File: config.mk
export PLATFORM = sky130hd
export DESIGN_NAME = breakpoint_halt_unit_core_flat
export DESIGN_NICKNAME = d
export VERILOG_FILES = /design/src/hdl/bhu_pkg.sv /design/src/hdl/bhu_if.sv /design/src/hdl/breakpoint_halt_unit_core.sv /design/src/hdl/bhu_bp_table.sv /design/src/flat_wrapper.sv
export SDC_FILE = /design/constraint.sdc
export NUM_CORES = 1
export LEC_CHECK = 0
export ABC_CLOCK_PERIOD_IN_PS = 8350
export BUFFER_PORTS_ARGS = -buffer_cell sky130_fd_sc_hd__buf_2
export CORE_UTILIZATION = 40
export DETAILED_ROUTE_END_ITERATION = 8
export HOLD_SLACK_MARGIN = 0.08
export PLACE_DENSITY = 0.57
export SETUP_SLACK_MARGIN = 0.2
export SYNTH_ARGS = -nofsm -noshare
export SYNTH_HDL_FRONTEND = slang
export SYNTH_SLANG_ARGS = --single-unit
File: constraint.sdc
create_clock -name clk -period 8.35 [get_ports clk]
set_input_delay 1.67 -clock clk [delete_from_list [all_inputs] [get_ports clk]]
set_output_delay 1.67 -clock clk [all_outputs]
set_load 0.02 [all_outputs]
File: src/hdl/bhu_pkg.sv
// Shared types and constants of the breakpoint halt unit.
package bhu_pkg;

	localparam int REQ_W  = 3;
	localparam int ADDR_W = 32;
	localparam int SLOT_W = 5;
	localparam int PERMIT_W = 8;
	localparam logic [PERMIT_W-1:0] PERMIT_MAX = 8'd255;

	typedef enum logic [REQ_W-1:0] {
		REQ_HOOK   = 3'd0,
		REQ_ADD    = 3'd1,
		REQ_REMOVE = 3'd2,
		REQ_RUN    = 3'd3,
		REQ_STEP   = 3'd4
	} req_t;

	typedef enum logic [1:0] {
		PARK_NONE  = 2'd0,
		PARK_GATE  = 2'd1,
		PARK_BREAK = 2'd2
	} park_t;

	typedef enum logic [2:0] {
		ST_IDLE,
		ST_ADD,
		ST_CHECK,
		ST_REMOVE,
		ST_DECIDE,
		ST_DONE
	} state_t;

	// Table update command from the sequencer.
	typedef struct packed {
		logic wr;
		logic clr;
	} tbl_op_t;

endpackage

File: src/hdl/bhu_if.sv
// Request and response channel interfaces of the breakpoint halt unit.
interface bhu_req_if;
	logic                        valid;
	logic                        ready;
	logic [bhu_pkg::REQ_W-1:0]   req_type;
	logic [bhu_pkg::ADDR_W-1:0]  address;
	logic                        run_flag;

	modport source (output valid, output req_type, output address, output run_flag,
		input ready);
	modport sink (input valid, input req_type, input address, input run_flag,
		output ready);
endinterface

interface bhu_rsp_if;
	logic                        valid;
	logic                        ready;
	logic                        cpu_go;
	logic                        halted;
	logic                        bp_hit;
	logic [bhu_pkg::SLOT_W-1:0]  slot;
	logic                        slot_ok;

	modport source (output valid, output cpu_go, output halted, output bp_hit,
		output slot, output slot_ok, input ready);
	modport sink (input valid, input cpu_go, input halted, input bp_hit,
		input slot, input slot_ok, output ready);
endinterface

File: src/hdl/breakpoint_halt_unit_core.sv
// Breakpoint halt unit: one request item in, one response item out. A fetch hook,
// unless a hook is parked or there is neither run enable nor permit, compares its
// pc against the breakpoint table one slot per cycle through the memory's
// registered read port, stopping at the first hit; a hook is accepted, scanned,
// decided and then responded to. Remove always walks the whole table; add walks
// the valid bits to the lowest free slot. Run and step requests that do not
// resume a gate-parked hook go straight to the response; one that does runs the
// full hook check on the parked pc. Items are handled one at a time; the response
// register lets the next item be accepted while a response waits to be taken.
module breakpoint_halt_unit_core #(
	parameter int NUM_BREAKPOINTS = 32
) (
	input  logic            clk,
	input  logic            arst_n,
	bhu_req_if.sink         req_ch,
	bhu_rsp_if.source       rsp_ch
);

	localparam int IDX_W = (NUM_BREAKPOINTS > 1) ? $clog2(NUM_BREAKPOINTS) : 1;
	localparam logic [IDX_W-1:0] LAST_IDX = IDX_W'(NUM_BREAKPOINTS - 1);

	function automatic logic [bhu_pkg::SLOT_W-1:0] to_slot(input logic [IDX_W-1:0] i);
		logic [IDX_W+bhu_pkg::SLOT_W-1:0] ext;
		ext = {{bhu_pkg::SLOT_W{1'b0}}, i};
		return ext[bhu_pkg::SLOT_W-1:0];
	endfunction

	bhu_pkg::state_t state_q, state_d;
	bhu_pkg::park_t  park_q;
	bhu_pkg::tbl_op_t op;

	logic [IDX_W-1:0]             op_idx;
	logic [IDX_W-1:0]             idx_q;
	logic                         issued_q;
	logic                         vld_s1;
	logic [IDX_W-1:0]             idx_s1;
	logic [bhu_pkg::ADDR_W-1:0]   pc_q;
	logic [bhu_pkg::ADDR_W-1:0]   parked_pc_q;
	logic [bhu_pkg::ADDR_W-1:0]   rd_data;
	logic [NUM_BREAKPOINTS-1:0]   valid_vec;
	logic                         run_en_q;
	logic                         step_q;
	logic                         stopped_q;
	logic [bhu_pkg::PERMIT_W-1:0] permit_q;
	logic                         res_go_q;
	logic                         res_hit_q;
	logic [bhu_pkg::SLOT_W-1:0]   res_slot_q;
	logic                         res_ok_q;
	logic                         out_valid_q;
	logic                         out_go_q;
	logic                         out_halted_q;
	logic                         out_hit_q;
	logic [bhu_pkg::SLOT_W-1:0]   out_slot_q;
	logic                         out_ok_q;
	logic                         match;
	logic                         out_load;
	logic                         accept;
	logic                         post;
	logic                         resume_gate;
	logic                         resume_break;
	bhu_pkg::req_t                req;

	bhu_bp_table #(
		.NUM_BREAKPOINTS(NUM_BREAKPOINTS)
	) u_table (
		.clk      (clk),
		.arst_n   (arst_n),
		.rd_idx   (idx_q),
		.rd_data  (rd_data),
		.op       (op),
		.op_idx   (op_idx),
		.wr_data  (pc_q),
		.valid_vec(valid_vec)
	);

	assign req    = bhu_pkg::req_t'(req_ch.req_type);
	assign accept = req_ch.valid && req_ch.ready;
	assign match  = vld_s1 && valid_vec[idx_s1] && (rd_data == pc_q);

	// step requests, and run requests with run_flag set, post a permit or resume a parked hook
	assign post         = (req == bhu_pkg::REQ_STEP) ||
		(req == bhu_pkg::REQ_RUN && req_ch.run_flag);
	assign resume_gate  = post && (park_q == bhu_pkg::PARK_GATE);
	assign resume_break = post && (park_q == bhu_pkg::PARK_BREAK);

	always_ff @(posedge clk or negedge arst_n) begin
		if (!arst_n) begin
			state_q <= bhu_pkg::ST_IDLE;
		end else begin
			state_q <= state_d;
		end
	end

	always_comb begin
		state_d      = state_q;
		req_ch.ready = 1'b0;
		op           = '0;
		op_idx       = idx_q;
		out_load     = 1'b0;
		case (state_q)
			bhu_pkg::ST_IDLE: begin
				req_ch.ready = 1'b1;
				if (req_ch.valid) begin
					case (req)
						bhu_pkg::REQ_HOOK: begin
							if (park_q != bhu_pkg::PARK_NONE) begin
								state_d = bhu_pkg::ST_DONE;
							end else if (!run_en_q && permit_q == '0) begin
								state_d = bhu_pkg::ST_DONE;
							end else begin
								state_d = bhu_pkg::ST_CHECK;
							end
						end
						bhu_pkg::REQ_ADD:    state_d = bhu_pkg::ST_ADD;
						bhu_pkg::REQ_REMOVE: state_d = bhu_pkg::ST_REMOVE;
						bhu_pkg::REQ_RUN: begin
							if (req_ch.run_flag && park_q == bhu_pkg::PARK_GATE) begin
								state_d = bhu_pkg::ST_CHECK;
							end else begin
								state_d = bhu_pkg::ST_DONE;
							end
						end
						bhu_pkg::REQ_STEP: begin
							if (park_q == bhu_pkg::PARK_GATE) begin
								state_d = bhu_pkg::ST_CHECK;
							end else begin
								state_d = bhu_pkg::ST_DONE;
							end
						end
						default: state_d = bhu_pkg::ST_DONE;
					endcase
				end
			end
			bhu_pkg::ST_ADD: begin
				if (!valid_vec[idx_q]) begin
					op.wr   = 1'b1;
					state_d = bhu_pkg::ST_DONE;
				end else if (idx_q == LAST_IDX) begin
					state_d = bhu_pkg::ST_DONE;
				end
			end
			bhu_pkg::ST_CHECK: begin
				if (match || (vld_s1 && idx_s1 == LAST_IDX)) begin
					state_d = bhu_pkg::ST_DECIDE;
				end
			end
			bhu_pkg::ST_REMOVE: begin
				if (match) begin
					op.clr = 1'b1;
					op_idx = idx_s1;
				end
				if (vld_s1 && idx_s1 == LAST_IDX) begin
					state_d = bhu_pkg::ST_DONE;
				end
			end
			bhu_pkg::ST_DECIDE: state_d = bhu_pkg::ST_DONE;
			bhu_pkg::ST_DONE: begin
				if (!out_valid_q || rsp_ch.ready) begin
					out_load = 1'b1;
					state_d  = bhu_pkg::ST_IDLE;
				end
			end
			default: state_d = bhu_pkg::ST_IDLE;
		endcase
	end

	always_ff @(posedge clk or negedge arst_n) begin
		if (!arst_n) begin
			park_q      <= bhu_pkg::PARK_NONE;
			parked_pc_q <= '0;
			run_en_q    <= 1'b0;
			step_q      <= 1'b0;
			stopped_q   <= 1'b0;
			permit_q    <= '0;
			pc_q        <= '0;
			idx_q       <= '0;
			issued_q    <= 1'b0;
			vld_s1      <= 1'b0;
			idx_s1      <= '0;
			res_go_q    <= 1'b0;
			res_hit_q   <= 1'b0;
			res_slot_q  <= '0;
			res_ok_q    <= 1'b0;
		end else begin
			case (state_q)
				bhu_pkg::ST_IDLE: begin
					if (accept) begin
						res_go_q   <= resume_break;
						res_hit_q  <= 1'b0;
						res_slot_q <= '0;
						res_ok_q   <= 1'b0;
						idx_q      <= '0;
						issued_q   <= 1'b0;
						vld_s1     <= 1'b0;
						// a gate-parked hook resumes with its own pc
						pc_q       <= resume_gate ? parked_pc_q : req_ch.address;
						case (req)
							bhu_pkg::REQ_HOOK: begin
								if (park_q == bhu_pkg::PARK_NONE && !run_en_q) begin
									if (permit_q != '0) begin
										permit_q  <= permit_q - 1'b1;
										stopped_q <= 1'b0;
									end else begin
										stopped_q   <= 1'b1;
										park_q      <= bhu_pkg::PARK_GATE;
										parked_pc_q <= req_ch.address;
									end
								end
							end
							bhu_pkg::REQ_RUN, bhu_pkg::REQ_STEP: begin
								if (req == bhu_pkg::REQ_STEP) begin
									step_q   <= 1'b1;
									run_en_q <= 1'b1;
								end else begin
									run_en_q <= req_ch.run_flag;
								end
								if (post) begin
									case (park_q)
										bhu_pkg::PARK_GATE, bhu_pkg::PARK_BREAK: begin
											park_q    <= bhu_pkg::PARK_NONE;
											stopped_q <= 1'b0;
										end
										default: begin
											if (permit_q != bhu_pkg::PERMIT_MAX) begin
												permit_q <= permit_q + 1'b1;
											end
										end
									endcase
								end
							end
							default: ;
						endcase
					end
				end
				bhu_pkg::ST_ADD: begin
					if (!valid_vec[idx_q]) begin
						res_slot_q <= to_slot(idx_q);
						res_ok_q   <= 1'b1;
					end else if (idx_q != LAST_IDX) begin
						idx_q <= idx_q + IDX_W'(1);
					end
				end
				bhu_pkg::ST_CHECK, bhu_pkg::ST_REMOVE: begin
					// read issue one slot ahead of the compare stage
					vld_s1 <= !issued_q;
					idx_s1 <= idx_q;
					if (!issued_q) begin
						if (idx_q == LAST_IDX) begin
							issued_q <= 1'b1;
						end else begin
							idx_q <= idx_q + IDX_W'(1);
						end
					end
					if (state_q == bhu_pkg::ST_CHECK && match) begin
						res_hit_q  <= 1'b1;
						res_ok_q   <= 1'b1;
						res_slot_q <= to_slot(idx_s1);
					end
				end
				bhu_pkg::ST_DECIDE: begin
					if (res_hit_q || step_q) begin
						step_q <= 1'b0;
						if (permit_q != '0) begin
							permit_q  <= permit_q - 1'b1;
							stopped_q <= 1'b0;
							res_go_q  <= 1'b1;
						end else begin
							stopped_q   <= 1'b1;
							park_q      <= bhu_pkg::PARK_BREAK;
							parked_pc_q <= pc_q;
						end
					end else begin
						res_go_q <= 1'b1;
					end
				end
				default: ;
			endcase
		end
	end

	always_ff @(posedge clk or negedge arst_n) begin
		if (!arst_n) begin
			out_valid_q  <= 1'b0;
			out_go_q     <= 1'b0;
			out_halted_q <= 1'b0;
			out_hit_q    <= 1'b0;
			out_slot_q   <= '0;
			out_ok_q     <= 1'b0;
		end else if (out_load) begin
			out_valid_q  <= 1'b1;
			out_go_q     <= res_go_q;
			out_halted_q <= stopped_q;
			out_hit_q    <= res_hit_q;
			out_slot_q   <= res_slot_q;
			out_ok_q     <= res_ok_q;
		end else if (rsp_ch.ready) begin
			out_valid_q <= 1'b0;
		end
	end

	assign rsp_ch.valid   = out_valid_q;
	assign rsp_ch.cpu_go  = out_go_q;
	assign rsp_ch.halted  = out_halted_q;
	assign rsp_ch.bp_hit  = out_hit_q;
	assign rsp_ch.slot    = out_slot_q;
	assign rsp_ch.slot_ok = out_ok_q;

`ifndef ASSERT_OFF
	// a parked hook always leaves the cpu flagged as stopped
	a_park_stopped: assert property (@(posedge clk) disable iff (!arst_n)
		(park_q != bhu_pkg::PARK_NONE) |-> stopped_q)
		else $error("parked hook without stopped flag");

	// add only ever fills a free slot
	a_add_free: assert property (@(posedge clk) disable iff (!arst_n)
		op.wr |-> (!valid_vec[op_idx] && !op.clr))
		else $error("add overwrote a valid slot");

	// permit count moves by at most one per cycle
	a_permit_step: assert property (@(posedge clk) disable iff (!arst_n)
		(permit_q != $past(permit_q)) |->
		(permit_q == $past(permit_q) + 8'd1 || permit_q == $past(permit_q) - 8'd1))
		else $error("permit count jumped");
`endif

endmodule

File: src/hdl/bhu_bp_table.sv
// Breakpoint address memory with registered read and per-slot valid flops.
module bhu_bp_table #(
	parameter int NUM_BREAKPOINTS = 32
) (
	input  logic                                              clk,
	input  logic                                              arst_n,
	input  logic [((NUM_BREAKPOINTS > 1) ? $clog2(NUM_BREAKPOINTS) : 1)-1:0] rd_idx,
	output logic [bhu_pkg::ADDR_W-1:0]                        rd_data,
	input  bhu_pkg::tbl_op_t                                  op,
	input  logic [((NUM_BREAKPOINTS > 1) ? $clog2(NUM_BREAKPOINTS) : 1)-1:0] op_idx,
	input  logic [bhu_pkg::ADDR_W-1:0]                        wr_data,
	output logic [NUM_BREAKPOINTS-1:0]                        valid_vec
);

	logic [bhu_pkg::ADDR_W-1:0] bp_mem_q [NUM_BREAKPOINTS];
	logic [bhu_pkg::ADDR_W-1:0] rd_data_q;
	logic [NUM_BREAKPOINTS-1:0] valid_q;

	always_ff @(posedge clk) begin
		if (op.wr) begin
			bp_mem_q[op_idx] <= wr_data;
		end
		rd_data_q <= bp_mem_q[rd_idx];
	end

	always_ff @(posedge clk or negedge arst_n) begin
		if (!arst_n) begin
			valid_q <= '0;
		end else if (op.wr) begin
			valid_q[op_idx] <= 1'b1;
		end else if (op.clr) begin
			valid_q[op_idx] <= 1'b0;
		end
	end

	assign rd_data   = rd_data_q;
	assign valid_vec = valid_q;

endmodule
File: src/flat_wrapper.sv
// flat-port wrapper written by rule: the top's interface ports become plain ports
module breakpoint_halt_unit_core_flat 
#(
	parameter int NUM_BREAKPOINTS = 32
)
  (clk, arst_n, req_ch_valid, req_ch_req_type, req_ch_address, req_ch_run_flag, req_ch_ready, rsp_ch_valid, rsp_ch_cpu_go, rsp_ch_halted, rsp_ch_bp_hit, rsp_ch_slot, rsp_ch_slot_ok, rsp_ch_ready);
  bhu_req_if req_ch_i ();
  bhu_rsp_if rsp_ch_i ();
  input  logic clk;
  input  logic arst_n;
  input wire logic [$bits(req_ch_i.valid)-1:0] req_ch_valid;
  input wire logic [$bits(req_ch_i.req_type)-1:0] req_ch_req_type;
  input wire logic [$bits(req_ch_i.address)-1:0] req_ch_address;
  input wire logic [$bits(req_ch_i.run_flag)-1:0] req_ch_run_flag;
  output wire logic [$bits(req_ch_i.ready)-1:0] req_ch_ready;
  output wire logic [$bits(rsp_ch_i.valid)-1:0] rsp_ch_valid;
  output wire logic [$bits(rsp_ch_i.cpu_go)-1:0] rsp_ch_cpu_go;
  output wire logic [$bits(rsp_ch_i.halted)-1:0] rsp_ch_halted;
  output wire logic [$bits(rsp_ch_i.bp_hit)-1:0] rsp_ch_bp_hit;
  output wire logic [$bits(rsp_ch_i.slot)-1:0] rsp_ch_slot;
  output wire logic [$bits(rsp_ch_i.slot_ok)-1:0] rsp_ch_slot_ok;
  input wire logic [$bits(rsp_ch_i.ready)-1:0] rsp_ch_ready;
  assign req_ch_i.valid = req_ch_valid;
  assign req_ch_i.req_type = req_ch_req_type;
  assign req_ch_i.address = req_ch_address;
  assign req_ch_i.run_flag = req_ch_run_flag;
  assign req_ch_ready = req_ch_i.ready;
  assign rsp_ch_valid = rsp_ch_i.valid;
  assign rsp_ch_cpu_go = rsp_ch_i.cpu_go;
  assign rsp_ch_halted = rsp_ch_i.halted;
  assign rsp_ch_bp_hit = rsp_ch_i.bp_hit;
  assign rsp_ch_slot = rsp_ch_i.slot;
  assign rsp_ch_slot_ok = rsp_ch_i.slot_ok;
  assign rsp_ch_i.ready = rsp_ch_ready;
  breakpoint_halt_unit_core #(.NUM_BREAKPOINTS(NUM_BREAKPOINTS)) u_core (.clk(clk), .arst_n(arst_n), .req_ch(req_ch_i), .rsp_ch(rsp_ch_i));
endmodule
# Yosys cells after proc, flatten, opt, wreduce, memory -nomap -nowiden
# Memories as Yosys holds them, arrays and structs flattened. A register that Yosys moved wholly into a read port is not among the register bits.
# Index checks and enable logic that the tools add are counted.
# totals
register_bits	142
mem_bits_rw	1024
in_bits	40
output_inout_bits	11
word_cells	218
n_memories	1
# op_classes
n_addsub	3
n_lt_le_gt_ge	4
eq_ne	43
mux	95
bitwise_logic	3
reduce_logical	46
# mem_list
name	words	width	rd	rd_clocked_by_memory_dff	write_ports	line_no	text
u_core.u_table.bp_mem_q	32	32	1	1	1	bhu_bp_table.sv:15	logic [bhu_pkg::ADDR_W-1:0] bp_mem_q [NUM_BREAKPOINTS];
# op_table
cell	n
2-to-1 mux 32 bit	9
one-hot mux 32 bit (2 select lines)	1
2-to-1 mux 8 bit	7
2-to-1 mux 5 bit	9
2-to-1 mux 1 bit	33
AND 32 bit	1
== test 32 bit	1
NOT 32 bit	1
OR 32 bit	1
one-hot mux 8 bit (2 select lines)	2
2-to-1 mux 3 bit	10
one-hot mux 5 bit (3 select lines)	2
!= test 2 x 1 -> 1 bit, second input constant	11
less-than comparator 5 x 6 -> 1 bit, second input constant	3
one-hot mux 3 bit (6 select lines)	1
!= test 3 x 2 -> 1 bit, second input constant	5
one-hot mux 3 bit (5 select lines)	1
2-to-1 mux 2 bit	7
!= test 2 bit, second input constant	7
one-hot mux 1 bit (2 select lines)	7
AND reduction 7 bit	2
== test 3 x 2 -> 1 bit, second input constant	4
logical AND 1 bit	12
!= test 3 bit, second input constant	4
31 further kinds	53

# Longest topological paths before layout
# Gate-level depths: netlist of the first run.
# depth
ltp_word	14
depth_mapped	11
mapped_depth_nobuf	9

# By module
# A second synthesis of the first run with hierarchy kept.
# unflattened
hier_cells	3082
area_unflattened_um2	48340.1
# by_module_without_submodules
module	instances	cells_each	area_per_inst_um2	seq_area_each_um2
bhu_bp_table	1	2373	41686.2	32190.9
breakpoint_halt_unit_core	1	709	6653.9	2752.6

# Least setup slack after synthesis of the first run
# OpenSTA, ideal clock, no wires.
# synth_timing
path_type	register to register
start	register u_core.pc_q[22] in the netlist's numbering
end	memory u_core.u_table.bp_mem_q[0][0] in the netlist's numbering (enable)
setup_time_ps	421
arrival_ps	3541
t_required_ps	7929
slack_ps	4388
path_stages_with_launch	9
path_buffers	1
synth_period_minus_slack_ps	3962
cell_sequence	dfrtp_1 > xor2_1 > nand4b_1 > nor4_1 > nand3_1 > a211oi_4 > buf_6 > mux2i_1 > nor2_1
# synth_via
elab_chain_len	4
# synth_rtl
item	line_no	text
start, declared	breakpoint_halt_unit_core.sv:37	logic [bhu_pkg::ADDR_W-1:0] pc_q;
start signal, assigned	breakpoint_halt_unit_core.sv:196	pc_q <= resume_gate ? parked_pc_q : req_ch.address;
== test 32 bit	breakpoint_halt_unit_core.sv:78	assign match = vld_s1 && valid_vec[idx_s1] && (rd_data == pc_q);
logical AND 1 bit	breakpoint_halt_unit_core.sv:78	
2-to-1 mux 5 bit	breakpoint_halt_unit_core.sv:148	if (match) begin
2-to-1 mux 5 bit	breakpoint_halt_unit_core.sv:100	case (state_q)
end, declared	bhu_bp_table.sv:15	
# No other way between the ends.

# Worst setup path in the final report of the first run
# layout_timing
start	register u_core.pc_q[11] in the netlist's numbering
end	memory u_core.u_table.bp_mem_q[7][26] in the netlist's numbering (enable)
# The elaborated chain is that of the path after synthesis.

==> results.md, run 1 <==
* Worst-Margin Slew at 1.27 ns
* ANT cells at 0
* I/O pins at 51
* Fin crit share at 0.605
* Status: complete, no violations
* Yosys Warn Count at 0
* Worst Setup EP: u_core.u_table.bp_mem_q[7][26]
* RR Startpoint: u_core.pc_q[11]
* Data required time at the worst endpoint at 8.76 ns
* Share of the synthesized area in the top cell type at 0.643
* Crit path launch type: register
* Final Hold Fails at 0
* Peak supply drop at 0.259 mV
* Largest net degree at the start of global routing at 142
* Overall routed net length at 119000 um
* GRT Residual Overflow at 0
* Post-CTS sizing at 0
* Pre-CTS worst setup slack at 3.36 ns
* Crit-path max FO at 42
* Power Density at 324 nW/um^2
* TNS Setup at 0 ns
* Util after Layout at 0.458
* GRT Util Overall at 0.198
* Reg2reg end: u_core.u_table.bp_mem_q[7][26]
* Post-Syn Area per Cell at 19.7 um^2
* Most frequent cell after synthesis: edfxtp_1
* Post-synth EDFFs at 1024
* Via count at 24000
* MaxCap Viol Count at 0
* Dominant cells by area after synthesis: edfxtp_1 64%, mux4_2 15%, dfrtp_1 7.4%
* Synth Instances at 2429
* Cts bufs inserted at 118
* Synth unique cells at 70
* Post-route ant nets at 0
* Vias per cell at 5.75
* Share of layout cells above drive strength 1 at 0.273
* DRC viols at 0
* Worst Hold Class: register to register
* Syn Nets at 2477
* Die Wd at 348 um
* Die area at 121000 um^2
* Placed cell area at 50200 um^2
* Clock tree buffer depth at 3
* CTS clk-pin slew, worst paths at 0.06 ns
* Postcts setup bufs at 0
* Vias in the first global route at 24900
* Crit path DAT at 5.46 ns
* Post-route design area at 54200 um^2
* Post-synth top cells: 1024 x edfxtp_1, 320 x mux4_2, 142 x dfrtp_1
* Endpoints failing setup at 0
* Ys async rst share at 0.119
* Max-slew headroom at 0.129
* HPWL after DPL at 65600 um
* GPL Wtd Cong at 0.857
* Final setup margin at 3.30 ns
* Yosys top cell by area: edfxtp_1
* R2R cell count at 9
* Core box area at 118000 um^2
* Initial core utilization at 0.404
* # hold bufs at CTS at 0
* Synth Register Bits at 1198
* Layout Skew at 0.0376 ns
* Type of destination of the critical path: register
* Ys flop type: edfxtp_1
* Hold Path Depth at 2
* Sequential-to-total area share from yosys stat at 0.731
* Clock root buffer: clkbuf_16
* Fmax at 198 MHz
* Syn-to-layout area delta at 13.3%
* DRT Pass-1 Iters at 7
* First-pass GRT wire length at 174000 um
* Die Y at 348 um
* LEAKAGE at 17.4 nW
* Worst hold start: u_core.parked_pc_q[7]
* Latest clock arrival within the worst-skew pair at 0.72 ns
* Initial antenna violation count at 1
* H-tree levels at 3
* Buffers on Ports at 50
* Initial drt markers at 2318
* Final non-filler cell total at 4180
* Placed Cells at 3954
* Unrepaired setup endpoints after global routing: no
* Row cnt at 126
* Pins Over Slew Limit at 0
* Kind of critical path: register to register
* Worst R2R Setup Slack at 3.30 ns
* Fin nets at 2586
* CTS Sinks at 1198
* CTS tree: built
* Mapped Area at 47800 um^2
* Wirelength per Cell at 28.5 um
* Min Clock Period, post-route at 5.05 ns
* Setup crit start: u_core.pc_q[11]
[critical path: stages (launching register included)]
cell and delay [ns]:
dfrtp_1 0.77, xnor2_1 0.60, nand4_1 0.24, nor4_1 0.24, nand3_1 0.35, a211oi_4 0.26, buf_4 0.43, mux2i_1 1.08
nor2_4 0.34, buf_4 0.38
[sequential cells by signal, summed over array words and instances (netlist names), 2 cells and up, named ones only]
| name | cells |
|---|---|
| u_core.state_q | 3 |
| u_core.parked_pc_q | 32 |
| u_core.u_table.bp_mem_q | 1024 |
| u_core.pc_q | 32 |
| u_core.permit_q | 8 |
| u_core.res_slot_q | 5 |
| u_core.idx_s1 | 5 |
| u_core.rsp_ch.slot | 5 |
| u_core.idx_q | 5 |
| u_core.park_q | 2 |
| u_core.u_table.rd_data | 32 |
[power breakdown]
group	internal, mW	leakage, nW	switching, mW
Combinational	1.79	4.03	2.28
Clock	3.08	1.94	2.30
Sequential	7.53	11.4	0.565
[layout make-up]
type,count,area (um^2)
clock buffer,163,3260
multi-input combinational,1051,12400
inverter,46,178
sequential,1198,35000
fill,9899,64100
tap,1536,1920
timing repair buffer,123,830
clock inverter,63,686
[cells by family after synthesis]
logic type / synth area share
DFF: 0.731
muxes: 0.184
and+or+nand+nor: 0.0269
AOI/OAI and AO/OA: 0.0339
buffers and inverters: 0.0165
xor gates and xnor gates: 0.00623
adders and majority gates: 0.00209
[through the flow]
step | total power [mW] | hold slack (ns)
floorplan | 10.9 | 0.450
global placement | 12.2 | 0.463
detailed placement | 12.3 | 0.470
CTS | 17.7 | 0.483
global route | 18.2 | 0.509
finish | 17.5 | 0.479
[worst min-delay path by stage]
stage / to / slack (ns)
finish: u_core.parked_pc_q[7] / 0.48
global route: u_core.parked_pc_q[11] / 0.51
CTS: u_core.parked_pc_q[21] / 0.48
detailed placement: u_core.parked_pc_q[21] / 0.47
global placement: u_core.parked_pc_q[16] / 0.46
floorplan: u_core.parked_pc_q[0] / 0.45
[metal layers]
metal / global-route usage / wire length (um) / vias to the layer above
met5: 0 / 0 / -
met4: 0.0423 / 2180 / 0
met3: 0.0242 / 5870 / 152
met2: 0.324 / 58700 / 694
met1: 0.286 / 52500 / 13100
li1: - / - / 10100
[cell usage in the layout, fill, tap and decap left out, drive strengths merged, types with 8 or more instances in the layout]
| cell | count |
|---|---|
| ha | 8 |
| nand4 | 11 |
| clkinv | 45 |
| clkbuf | 163 |
| nor2b | 11 |
| buf | 123 |
| a21oi | 26 |
| nor3 | 15 |
| dfxtp | 32 |
| mux2 | 46 |
| bufinv | 11 |
| nand3 | 8 |
| o22ai | 22 |
| o31ai | 8 |
| nand2 | 127 |
| and2 | 8 |
| nor2 | 62 |
| mux2i | 106 |
| o21ai | 121 |
| dfrtp | 142 |
| edfxtp | 1024 |
| inv | 50 |
| mux4 | 320 |
| a22oi | 39 |
| xnor2 | 33 |
No activity file was read; power rests on OpenSTA's default activity.
==> inputs of run 2 (changes only) <==
- ABC_CLOCK_PERIOD_IN_PS: 8350 -> 4300
- PLACE_DENSITY: 0.57 -> 0.59
- clock period: 8.35 -> 4.3 ns (I/O delays scaled with it)
==> results.md, run 2 (synthesis results as in run 1) <==
* TNS Setup at 0 ns (unchanged)
* DRT Pass-1 Iters at 7 (unchanged)
* Via count at 24100 (+0.43%)
* HPWL after DPL at 74500 um (+13%)
* Fin crit share at 0.862 (+0.257)
* GRT Residual Overflow at 0 (unchanged)
* Wirelength per Cell at 28.4 um (-0.36%)
* Kind of critical path: register to register
* GRT Util Overall at 0.201 (+0.00275)
* R2R cell count at 9 (unchanged)
* Pins Over Slew Limit at 0 (unchanged)
* Max-slew headroom at 0.197 (+0.0680)
* Crit-path max FO at 32 (-24%)
* Post-CTS sizing at 0 (unchanged)
* Unrepaired setup endpoints after global routing: no
* Total Power at 34.7 mW (+98%)
* Overall routed net length at 120000 um (+0.88%)
* Setup crit start: u_core.idx_s1[1]
* Initial antenna violation count at 1 (unchanged)
* Worst-Margin Slew at 1.20 ns (-0.0657 ns)
* Fin nets at 2634 (+1.9%)
* Largest net degree at the start of global routing at 143 (+0.70%)
* GPL Wtd Cong at 0.944 (+10%)
* Row cnt at 126 (unchanged)
* Initial core utilization at 0.404 (unchanged)
* Post-route ant nets at 0 (unchanged)
* CTS Sinks at 1198 (unchanged)
* M1 GR Usage at 0.277 (-0.00868)
* First-pass GRT wire length at 176000 um (+0.92%)
* Vias in the first global route at 24500 (-1.4%)
* Latest clock arrival within the worst-skew pair at 0.72 ns (about the same)
* Vias per cell at 5.70 (-0.80%)
* Cts bufs inserted at 119 (+0.85%)
* Met2 usage at 0.333 (+0.00945)
* Initial drt markers at 2523 (+8.8%)
* CTS clk-pin slew, worst paths at 0.06 ns (about the same)
* Peak supply drop at 0.491 mV (+90%)
* Final Hold Fails at 0 (unchanged)
* Data required time at the worst endpoint at 4.63 ns (-4.13 ns)
* Die Wd at 348 um (unchanged)
* Crit path DAT at 4.04 ns (-1.42 ns)
* MaxCap Viol Count at 0 (unchanged)
* I/O pins at 51 (unchanged)
* Power Density at 634 nW/um^2 (+96%)
* Share of layout cells above drive strength 1 at 0.284 (+0.0106)
* CTS tree: built
* Worst Hold Class: input pin to async pin
* Crit path launch type: register
* Endpoints failing setup at 0 (unchanged)
* Syn-to-layout area delta at 14.4%
* Die area at 121000 um^2 (unchanged)
* Most frequent cells in the layout: 1024 x edfxtp_1, 320 x mux4_2, 139 x dfrtp_1
* Fmax at 270 MHz (+36%)
* RR Startpoint: u_core.idx_s1[1]
* Min Clock Period, post-route at 3.71 ns (-1.35 ns)
* H-tree levels at 3 (unchanged)
* DRC viols at 0 (unchanged)
* # hold bufs at CTS at 0 (unchanged)
* Core box area at 118000 um^2 (unchanged)
* Postcts setup bufs at 0 (unchanged)
* LEAKAGE at 17.6 nW (+1.4%)
* Clock root buffer: clkbuf_16
* Type of destination of the critical path: register
* Status: complete, no violations
* Layout Skew at 0.0397 ns (+0.00214 ns)
* Max reg flops at 1024 (unchanged)
* Most common cell after layout, fill and taps aside: edfxtp_1
* Register name with the most flops: u_core.u_table.bp_mem_q
* Clock tree buffer depth at 3 (unchanged)
* Buffers on Ports at 50 (unchanged)
* Most Used Layer, Global Route: met2
* Met3 Usage GRT at 0.0304 (+0.00625)
* Die Y at 348 um (unchanged)
[run 2: final cells by class]
| cell class | count | area, um^2 |
|---|---|---|
| fillers | 9845 | 63500 |
| flip-flops and latches | 1198 | 35000 |
| multi-input cells | 1051 | 12400 |
| clock buffers | 150 | 3180 |
| well taps | 1536 | 1920 |
| repair buffers | 170 | 1460 |
| clock inverters | 78 | 651 |
| inverters | 46 | 175 |
| diodes | 3 | 7.51 |
[run 2: critical path: stages (launching register included)]
cell	delay, ns
dfrtp_1	0.78
buf_4	0.29
mux2i_1	0.10
a22oi_1	0.22
a31oi_1	0.23
a211oi_4	0.69
mux2i_1	0.17
buf_4	0.23
nor2_4	0.09
buf_4	0.46
[run 2: worst paths after layout]
kind	endpoint	slack (ns)
max	u_core.u_table.bp_mem_q[2][11]	0.59
min	u_core.permit_q[2]	0.28
max reg2reg	u_core.u_table.bp_mem_q[2][11]	0.59
min reg2reg	u_core.parked_pc_q[11]	0.48
max in group asynchronous	u_core.res_slot_q[1]	3.10
min in group clk	u_core.parked_pc_q[17]	0.46
[run 2: where the power goes]
| group | internal, mW | switching, mW |
|---|---|---|
| clock network | 5.78 | 4.38 |
| logic | 3.63 | 5.61 |
| registers | 14.6 | 0.625 |
[run 2: layer usage]
layer	vias to the layer above	wire, um
met5	-	0
met4	0	2800
met3	146	6470
met2	750	60100
met1	13000	50800
li1	10200	-
[run 2: metrics by stage]
stage	utilization	cells	instance area (um^2)	hold slack (ns)	setup slack, ns
global route	0.463	4231	54700	0.347	0.423
finish	0.463	4232	54700	0.278	0.592
global placement	0.430	4001	50900	0.462	0.721
floorplan	-	2429	47800	0.450	0.338
detailed placement	0.430	4001	50900	0.470	0.699
CTS	0.463	4229	54700	0.304	0.652
